## config.mk

```make
export PLATFORM = sky130hd
export DESIGN_NAME = indexed_list_with_shift_remove
export DESIGN_NICKNAME = d
export VERILOG_FILES = /design/src/design/ilsr_pkg.sv /design/src/design/indexed_list_with_shift_remove.sv
export SDC_FILE = /design/constraint.sdc
export NUM_CORES = 1
export LEC_CHECK = 0
export BUFFER_PORTS_ARGS = -buffer_cell sky130_fd_sc_hd__buf_2
export CORE_MARGIN = 3
export CORE_UTILIZATION = 40
export DETAILED_ROUTE_END_ITERATION = 10
export PLACE_DENSITY_LB_ADDON = 0.12
export RECOVER_POWER = 100
export SLEW_MARGIN = 20
export SYNTH_ARGS = -nofsm -noshare
export SYNTH_HDL_FRONTEND = slang
export SYNTH_SLANG_ARGS = --single-unit
export TNS_END_PERCENT = 30
```

## constraint.sdc

```tcl
create_clock -name clk -period 4.7 [get_ports clk]
set_clock_uncertainty 0.2 [all_clocks]
set_input_delay 0.235 -clock clk [delete_from_list [all_inputs] [get_ports clk]]
set_output_delay 0.235 -clock clk [all_outputs]
set_load 0.005 [all_outputs]
```

## src/design/ilsr_pkg.sv

```systemverilog
// ----------------------------------------------------------------------------
// ilsr_pkg - shared types and codes for the indexed list
// item layouts for both channels, action and status codes
// ----------------------------------------------------------------------------
package ilsr_pkg;

  // action codes carried by an input item
  localparam logic [2:0] ACT_PUSH_BACK = 3'd0;
  localparam logic [2:0] ACT_READ      = 3'd1;
  localparam logic [2:0] ACT_POP_BACK  = 3'd2;
  localparam logic [2:0] ACT_REMOVE    = 3'd3;
  localparam logic [2:0] ACT_POP_HEAD  = 3'd4;

  // status codes carried by a result item
  localparam logic [1:0] ST_OK    = 2'd0;
  localparam logic [1:0] ST_RANGE = 2'd1;
  localparam logic [1:0] ST_FULL  = 2'd2;

  typedef struct packed {
    logic [2:0]  action;
    logic [3:0]  position;
    logic [31:0] item_value;
  } in_item_t;

  typedef struct packed {
    logic [1:0]  status;
    logic [31:0] read_value;
    logic [4:0]  count;
  } out_item_t;

endpackage

```

## src/design/indexed_list_with_shift_remove.sv

```systemverilog
// ----------------------------------------------------------------------------
// indexed_list_with_shift_remove - bounded ordered word list
// push back, read at index, pop back, remove at index and pop head over a
// single-port-write / single-port-read memory with a shift sequencer
// ----------------------------------------------------------------------------
// usage
//   an item is taken at a rising edge where start is high and busy is low;
//   busy stays high until the result has been shown
//   each item gives exactly one result: out_valid is high for one cycle and
//   out_item holds status, the word read or popped and the entry count
//   after the item; the receiver cannot hold results off
// sequence
//   push back or any rejected item: idle, then done
//   read and pop back: idle, look, prime, done (one registered memory read)
//   remove at index p and pop head (p = 0): idle, look, prime, then one
//   shift step for each of the count_before - 1 - p entries behind p, then
//   done; the shift moves one entry per cycle through the one memory
//   read port and the one write port
// throughput
//   the next item can be taken in the cycle after out_valid; no new item
//   is taken while one is still in the sequence above
// reset
//   rst_n (synchronous, active low) empties the list and returns the
//   sequencer to idle; entry storage is not cleared, only entries below the
//   count are used, though ones past it may also be read
// ----------------------------------------------------------------------------
module indexed_list_with_shift_remove #(
  parameter int CAPACITY   = 16,
  parameter int DATA_WIDTH = 32
) (
  input  logic               clk,
  input  logic               rst_n,
  input  logic               start,
  output logic               busy,
  input  ilsr_pkg::in_item_t  in_item,
  output logic               out_valid,
  output ilsr_pkg::out_item_t out_item
);

  // address width and count width (count must hold CAPACITY itself)
  localparam int AW = $clog2(CAPACITY);
  localparam int CW = $clog2(CAPACITY + 1);

  // sequencer states, one-hot
  typedef enum logic [4:0] {
    S_IDLE  = 5'b00001,
    S_LOOK  = 5'b00010,
    S_PRIME = 5'b00100,
    S_SHIFT = 5'b01000,
    S_DONE  = 5'b10000
  } state_t;

  state_t                state_r, state_nxt;
  logic [CW-1:0]         fill_r, fill_nxt;
  logic [AW-1:0]         ptr_r, ptr_nxt;
  logic [2:0]            action_r, action_nxt;
  logic [1:0]            status_r, status_nxt;
  logic [DATA_WIDTH-1:0] value_r, value_nxt;

  // entry storage
  logic [DATA_WIDTH-1:0] mem [CAPACITY];
  logic [DATA_WIDTH-1:0] rd_data_r;
  logic                  mem_we;
  logic [AW-1:0]         mem_wa;
  logic [DATA_WIDTH-1:0] mem_wd;
  logic [AW-1:0]         mem_ra;

  logic                  accept;
  logic                  pos_bad;
  logic                  list_full;
  logic                  list_empty;

  assign accept     = start && (state_r == S_IDLE);
  assign pos_bad    = 32'(in_item.position) >= 32'(fill_r);
  assign list_full  = fill_r == CW'(CAPACITY);
  assign list_empty = fill_r == '0;

  always_comb begin
    state_nxt  = state_r;
    fill_nxt   = fill_r;
    ptr_nxt    = ptr_r;
    action_nxt = action_r;
    status_nxt = status_r;
    value_nxt  = value_r;
    mem_we     = 1'b0;
    mem_wa     = ptr_r;
    mem_wd     = rd_data_r;
    mem_ra     = ptr_r;

    unique case (state_r)
      S_IDLE: begin
        if (accept) begin
          action_nxt = in_item.action;
          status_nxt = ilsr_pkg::ST_OK;
          value_nxt  = '0;
          state_nxt  = S_DONE;
          case (in_item.action)
            ilsr_pkg::ACT_PUSH_BACK: begin
              // write straight into the free slot at the back
              if (list_full) begin
                status_nxt = ilsr_pkg::ST_FULL;
              end else begin
                mem_we   = 1'b1;
                mem_wa   = AW'(fill_r);
                mem_wd   = DATA_WIDTH'(in_item.item_value);
                fill_nxt = fill_r + CW'(1);
              end
            end
            ilsr_pkg::ACT_READ: begin
              if (pos_bad) begin
                status_nxt = ilsr_pkg::ST_RANGE;
              end else begin
                ptr_nxt   = AW'(in_item.position);
                state_nxt = S_LOOK;
              end
            end
            ilsr_pkg::ACT_POP_BACK: begin
              if (list_empty) begin
                status_nxt = ilsr_pkg::ST_RANGE;
              end else begin
                ptr_nxt   = AW'(fill_r - CW'(1));
                fill_nxt  = fill_r - CW'(1);
                state_nxt = S_LOOK;
              end
            end
            ilsr_pkg::ACT_REMOVE: begin
              if (pos_bad) begin
                status_nxt = ilsr_pkg::ST_RANGE;
              end else begin
                ptr_nxt   = AW'(in_item.position);
                fill_nxt  = fill_r - CW'(1);
                state_nxt = S_LOOK;
              end
            end
            ilsr_pkg::ACT_POP_HEAD: begin
              if (list_empty) begin
                status_nxt = ilsr_pkg::ST_RANGE;
              end else begin
                ptr_nxt   = '0;
                fill_nxt  = fill_r - CW'(1);
                state_nxt = S_LOOK;
              end
            end
            default: begin
              // unknown action: list untouched
              status_nxt = ilsr_pkg::ST_RANGE;
            end
          endcase
        end
      end
      S_LOOK: begin
        // fetch the target entry
        mem_ra    = ptr_r;
        state_nxt = S_PRIME;
      end
      S_PRIME: begin
        // target word is now in rd_data_r; start fetching the first source
        mem_ra = AW'(CW'(ptr_r) + CW'(1));
        if (action_r != ilsr_pkg::ACT_REMOVE) begin
          value_nxt = rd_data_r;
        end
        if (action_r == ilsr_pkg::ACT_REMOVE || action_r == ilsr_pkg::ACT_POP_HEAD) begin
          // fill_r already holds the count after removal
          state_nxt = (CW'(ptr_r) >= fill_r) ? S_DONE : S_SHIFT;
        end else begin
          state_nxt = S_DONE;
        end
      end
      S_SHIFT: begin
        // move entry ptr+1 down to ptr, prefetch entry ptr+2
        mem_we = 1'b1;
        mem_wa = ptr_r;
        mem_wd = rd_data_r;
        mem_ra = AW'(CW'(ptr_r) + CW'(2));
        if ((CW'(ptr_r) + CW'(1)) >= fill_r) begin
          state_nxt = S_DONE;
        end else begin
          ptr_nxt = ptr_r + AW'(1);
        end
      end
      S_DONE: begin
        state_nxt = S_IDLE;
      end
      default: begin
        state_nxt = S_IDLE;
      end
    endcase
  end

  always_ff @(posedge clk) begin
    if (!rst_n) begin
      state_r <= S_IDLE;
      fill_r  <= '0;
    end else begin
      state_r <= state_nxt;
      fill_r  <= fill_nxt;
    end
  end

  // payload and pointer registers, no reset needed
  always_ff @(posedge clk) begin
    ptr_r    <= ptr_nxt;
    action_r <= action_nxt;
    status_r <= status_nxt;
    value_r  <= value_nxt;
  end

  // one write port, one registered read port
  always_ff @(posedge clk) begin
    if (mem_we) begin
      mem[mem_wa] <= mem_wd;
    end
    rd_data_r <= mem[mem_ra];
  end

  assign busy                = state_r != S_IDLE;
  assign out_valid           = state_r == S_DONE;
  assign out_item.status     = status_r;
  assign out_item.read_value = 32'(value_r);
  assign out_item.count      = 5'(fill_r);

  // checks
  a_fill_bounded: assert property (@(posedge clk) disable iff (!rst_n)
    fill_r <= CW'(CAPACITY))
    else $error("entry count above capacity");

  a_accept_busy: assert property (@(posedge clk) disable iff (!rst_n)
    (start && !busy) |=> busy)
    else $error("item accepted but block not busy");

  a_done_idle: assert property (@(posedge clk) disable iff (!rst_n)
    out_valid |=> !busy)
    else $error("result not followed by idle");

  a_full_count: assert property (@(posedge clk) disable iff (!rst_n)
    (out_valid && out_item.status == ilsr_pkg::ST_FULL) |-> list_full)
    else $error("full status with room left");

  a_err_zero: assert property (@(posedge clk) disable iff (!rst_n)
    (out_valid && out_item.status != ilsr_pkg::ST_OK) |-> out_item.read_value == '0)
    else $error("rejected item returned a word");

endmodule

```

; ---- Word-level counts from Yosys, hierarchy flattened
; Memories as Yosys holds them, arrays and structs flattened. A register that Yosys moved wholly into a read port is not among the register bits.
; Index checks and enable logic that the tools add are counted.
[word_totals]
word_cells = 95
ram_bits = 512
register_bits = 51
memories = 1
output_inout_bits = 41
inputBits = 42
[mem_list]
columns = name, words, width, rd, rd_clocked_by_memory_dff, wr, line_no
row1 = mem, 16, 32, 1, 1, 1, indexed_list_with_shift_remove.sv:61  ; logic [DATA_WIDTH-1:0] mem [CAPACITY];
[classes]
add_sub_neg = 5
magnitude_cmp = 3
n_mux = 41
n_eq_ne = 25
reduce_logical = 14
[op_table]
columns = cell, n
row1 = $mux W32, 6
row2 = $pmux W32 S2, 1
row3 = $mux W5, 9
row4 = $mux W4, 9
row5 = $pmux W5 S4, 1
row6 = $pmux W4 S2, 2
row7 = $pmux W5 S3, 1
row8 = $ne A2 B2 Y1 const B, 7
row9 = $pmux W4 S3, 1
row10 = $eq A5 B5 Y1 const B, 2
row11 = $ge A4 B5 Y1, 2
row12 = $pmux W5 S2, 1
row13 = $eq A3 B2 Y1 const B, 3
row14 = $ne A3 B3 Y1 const B, 3
row15 = $mux W1, 7
row16 = $reduce_and A7 Y1, 1
row17 = $eq A3 B3 Y1 const B, 2
row18 = $pmux W2 S3, 1
row19 = $reduce_and A6 Y1, 1
row20 = $add A4 B1 Y5 const B, 1
row21 = $add A5 B1 Y5 const B, 1
row22 = $eq A5 B1 Y1 const B, 1
row23 = $eq A5 B2 Y1 const B, 1
row24 = $eq A5 B3 Y1 const B, 1
row25 = 20 further kinds, 23

; ---- Depth between registers and ports, before layout
[depth]
depth_word = 7
mapped_depth = 12
mapped_depth_nobuf = 8

; ---- Least setup slack after synthesis
; No wires, ideal clock.
[synth_timing]
kind = reg-to-reg
start = register state_r[2]
end = register value_r[0], enable pin
arrival_time_ps = 3714
setup_ps = 466
path_stages_with_launch = 8
synth_period_minus_slack_ps = 4380
setup_slack_ps = 320
t_required_ps = 4034
path_buffers = 4
path_cell_list = dfxtp_1 buf_2 nor2b_1 clkbuf_1 nand2_1 clkbuf_1 clkbuf_1 o21ai_0
[synth_between]
elab_chain_cells = 4
word_cells_on_any_way = 7
cone_classes = eq/ne (4) / reduce/logical (3)
[synth_lines]
columns = element, line_no
row1 = "start, declared", indexed_list_with_shift_remove.sv:53  ; state_t state_r, state_nxt;
row2 = "start signal, assigned", indexed_list_with_shift_remove.sv:195  ; state_r <= state_nxt;
row3 = $eq A5 B1 Y1, "indexed_list_with_shift_remove.sv:73, indexed_list_with_shift_remove.sv:90"
row4 = $logic_and A1 B1 Y1, indexed_list_with_shift_remove.sv:73  ; assign accept = start && (state_r == S_IDLE);
row5 = $ne A2 B2 Y1 (no line), n/a
row6 = $reduce_and A3 Y1 (no line) (*), n/a
row7 = "end signal, assigned", indexed_list_with_shift_remove.sv:205  ; value_r <= value_nxt;
row8 = "end, declared", indexed_list_with_shift_remove.sv:58  ; logic [DATA_WIDTH-1:0] value_r, value_nxt;
; Every way passes the cells marked *; elsewhere a longest branch is shown, timed or not.
; A chain may end at the register's enable or synchronous reset.

; ---- Worst setup path in the final report
[layout_timing]
start = register state_r[0]
end = register rd_data_r[11], read port of mem
[layout_between]
elab_chain_cells = 2
word_cells_on_any_way = 3
cone_classes = eq/ne (2) / mux (1)
[layout_lines]
columns = element, line_no
row1 = $eq A5 B4 Y1 / $eq A5 B3 Y1 (equally long branches), indexed_list_with_shift_remove.sv:90  ; unique case (state_r)
row2 = $pmux W4 S2 (*), indexed_list_with_shift_remove.sv:90
row3 = "end, declared", indexed_list_with_shift_remove.sv:62  ; logic [DATA_WIDTH-1:0] rd_data_r;
; Marked as above.

==> results.md <==
* Power per standard cell area at 498 nW/um2
* Root Driver: clkbuf_16
* Syn avg cell area at between 10 and 15 um2
* Overall routing resource usage at 0.199
* Worst min path class: input pin to flop
* Final setup TNS at 0 ns
* Largest net degree at the start of global routing at 184
* Hold Path Sink: mem[4][2]$_DFFE_PP_
* Async SR Flop Fraction at 0
* YS warnings at 0
* Max-Cap Viols at 2
* H-Tree Depth at 3
* Clock slew at reported path FFs at around 0.050 ns
* Fin cells at 3167
* CORE AREA at 67400 um2
* CTS Sinks at a little under 600
* Clock Latency Late Sink at a little under 0.6 ns
* Final worst-path cycle share at 0.910
* Crit path time final at 4.28 ns
* Data arrival, critical path at around 4.6 ns
* I/O Pins at 83
* Hold buffers post-CTS at 19
* Pleak at between 10 and 15 nW
* CTS tree: yes
* Xor/xnor share of the synthesized area at 0.00316
* Required time worst endpoint at roughly 5.0 ns
* Mapped cell area at 27300 um2
* FF-to-FF End: rd_data_r[11]$_DFF_P_
* Clk buf depth at 3
* Drt pass-1 iters at 6
* Routed length per instance at 22.4 um
* Crit Path Max Fanout at 47
* Placed cells at 3027
* Seq/Total Area, Yosys at 0.639
* Post-DP HPWL at 41.1 mm
* Violated checks: capacitance limit, slew limit
* Chip height at ~270 um
* Main combinational cell family by area after synthesis: simple AND/OR/NAND/NOR gates
* Post-CTS Setup Bufs at 0
* Yosys reg bits at 595
* Antenna-violating nets left at 0
* Least-Margin Pin Slew at 2.60 ns
* Reg2Reg Setup Slack at 0.42 ns
* Post-Synth Adder-Cell Area at 0.00824
* Site row count at 95
* Overflow after GRT at 0
* CTS Buf Count at around 70
* First-pass GRT wire length at ~110 mm
* CP Class: flop to flop
* CP endpoint kind: flop
* Layout Utilization at 0.461
* Synthesis-to-layout area growth at 13.7%
* Mux share of post-synthesis cell area at 0.0986
* Final hold viol count at 0
* Worst vdd ir at 0.000257 V
* GPL Wtd Cong at 0.785
* Fmax at approximately 0.23 GHz
* RSZ-0062 raised after global routing: false
* RR Startpoint: state_r[0]$_SDFFE_PN1P_
* Vias in the first global route at 17600
* Most used DFF post-synth: edfxtp_1
* Die ar. at 71500 um2
* Worst slew margin at -0.736
* Post-synthesis cell count at 2188
* Simple logic cell fraction of the synthesized area at 0.117
* # DRC at 0
* Worst setup SP type: flop
* Compound-Gate Fraction of Synth Area at 0.104
* Total Wirelength at 71.1 mm
* Initial antenna violation count at 0
* Post-synth EDFFs at roughly 550
* Via count at 17700
* Layout Nets at approximately 2300
* Syn_nets at 2248
* Initial drt markers at about 1200
* Post-cts resize count at 0
* R2r worst-path depth at 7
* Setup-failing EPs final at 0
* Netlist cell types at 67
* Min-delay src: in_item[2]
* Fillers at 5969
* Place WS at 0.588 ns
* Via-to-Cell Ratio at roughly 5.6
* PnR worst setup slack at approximately 0.42 ns
* Initial core utilization at 0.405
* Status: finished, violations left
* Ant. Diodes at 0
* Fin. max-slew vios at between 90 and 100
* Hold depth at 2
* Die X at ~270 um
* Crit. Startpoint: state_r[0]$_SDFFE_PN1P_
* Layout cells sized above 1 at 0.113
* PortBufs at 82
==> flip-flops by register name (all words and copies together), names as in the netlist <==
signal and count:
action_r 3, fill_r 5, mem 512, ptr_r 4, rd_data_r 32, state_r 5
status_r 2, value_r 32
==> worst max path at each step <==
stage | cells past startpoint | slack (ns) | to
after floorplan | 7 | 0.32 | value_r[0]$_SDFFCE_PP0P_
after global placement | 8 | 0.61 | mem[5][22]$_DFFE_PP_
after detailed placement | 8 | 0.59 | mem[5][22]$_DFFE_PP_
after CTS | 8 | 0.55 | mem[5][0]$_DFFE_PP_
after global routing | 8 | 0.12 | mem[5][0]$_DFFE_PP_
final | 7 | 0.42 | rd_data_r[11]$_DFF_P_
==> layout by cell type, fill, tap and decap left out, types with 8 or more instances in the layout <==
cell type      netlist  routed
dfxtp_1             42      42
and3_1              33      33
a221o_1             33      33
a311oi_1            33      33
a21oi_1            173     173
buf_4                8      21
mux2_1               2      40
a22oi_1             32      32
clkbuf_1           110      50
nand2_1            409     408
clkinv_1             1      11
buf_2               40      54
nor2_4               0      13
nand2b_1           100      99
o21ai_0             12      11
inv_1                8       8
nor3_1              70      70
nor2_1              67      50
clkinv_2             0      11
edfxtp_1           553     553
o32ai_1             32      32
dlygate4sd3_1        0      19
clkbuf_16            0      71
ha_1                18      18
buf_12               0      12
a211oi_1            65      65
clkbuf_2             1      16
mux2_2              63      25
mux2i_1            196     196
==> layer usage <==
metal  global-route usage  share of wire
met3               0.0270          0.045
met5                    0              0
met4               0.0590          0.021
met1                0.273           0.45
met2                0.330           0.48
==> power by group <==
part	switching [W]	internal, W
Combinational	0.00223	0.000995
Clock	0.00207	0.00319
Sequential	0.000207	0.00677
Total	0.00451	0.0110
==> Yosys cell counts, types with 12 or more instances <==
cell type,instances,share of area
and3_1,33,0.0076
nor3_1,70,0.013
buf_2,40,0.0073
o21ai_0,12,0.0022
a211oi_1,65,0.018
a21oi_1,173,0.032
nand2b_1,100,0.023
mux2i_1,196,0.072
edfxtp_1,553,0.61
a221o_1,33,0.012
nand2_1,409,0.056
clkbuf_1,110,0.015
o32ai_1,32,0.010
a22oi_1,32,0.0088
dfxtp_1,42,0.031
ha_1,18,0.0082
nor2_1,67,0.0092
a311oi_1,33,0.011
mux2_2,63,0.026
==> area by class of cell <==
class,count,area (um2),share of cell area
Sequential cell,595,17400,0.562
Clock buffer,90,1880,0.0604
Multi-Input combinational cell,1412,9220,0.297
Tap cell,873,1090,0.0352
Timing Repair Buffer,156,1070,0.0343
Inverter,10,40.0,0.00129
Clock inverter,31,327,0.0105
==> critical path: stages, from the launching register on <==
cell      delay (ns)
dfxtp_1         0.44
nor3_4          0.40
clkbuf_1        1.86
a21oi_1         0.14
a311oi_1        0.34
mux2_1          0.27
o32ai_1         0.12
a221o_1         0.31
==> per-stage QoR <==
stage | instance area, um2 | total power [W] | hold slack, ns
finish | 31100 | 0.0155 | 0.182
CTS | 31200 | 0.0157 | 0.00109
global placement | 28800 | 0.0103 | 0.321
detailed placement | 28800 | 0.0104 | 0.324
floorplan | 27300 | 0.00919 | 0.134
global route | 31100 | 0.0162 | 0.235
==> kinds of logic after synthesis <==
kind of cell | count (synthesis)
and+or+nand+nor | 712
buffers and inverters | 181
DFF | 595
muxes | 261
AOI/OAI and AO/OA | 412
xor gates and xnor gates | 9
adders and majority gates | 18
Note: power is estimated with default switching activity, not from simulation.
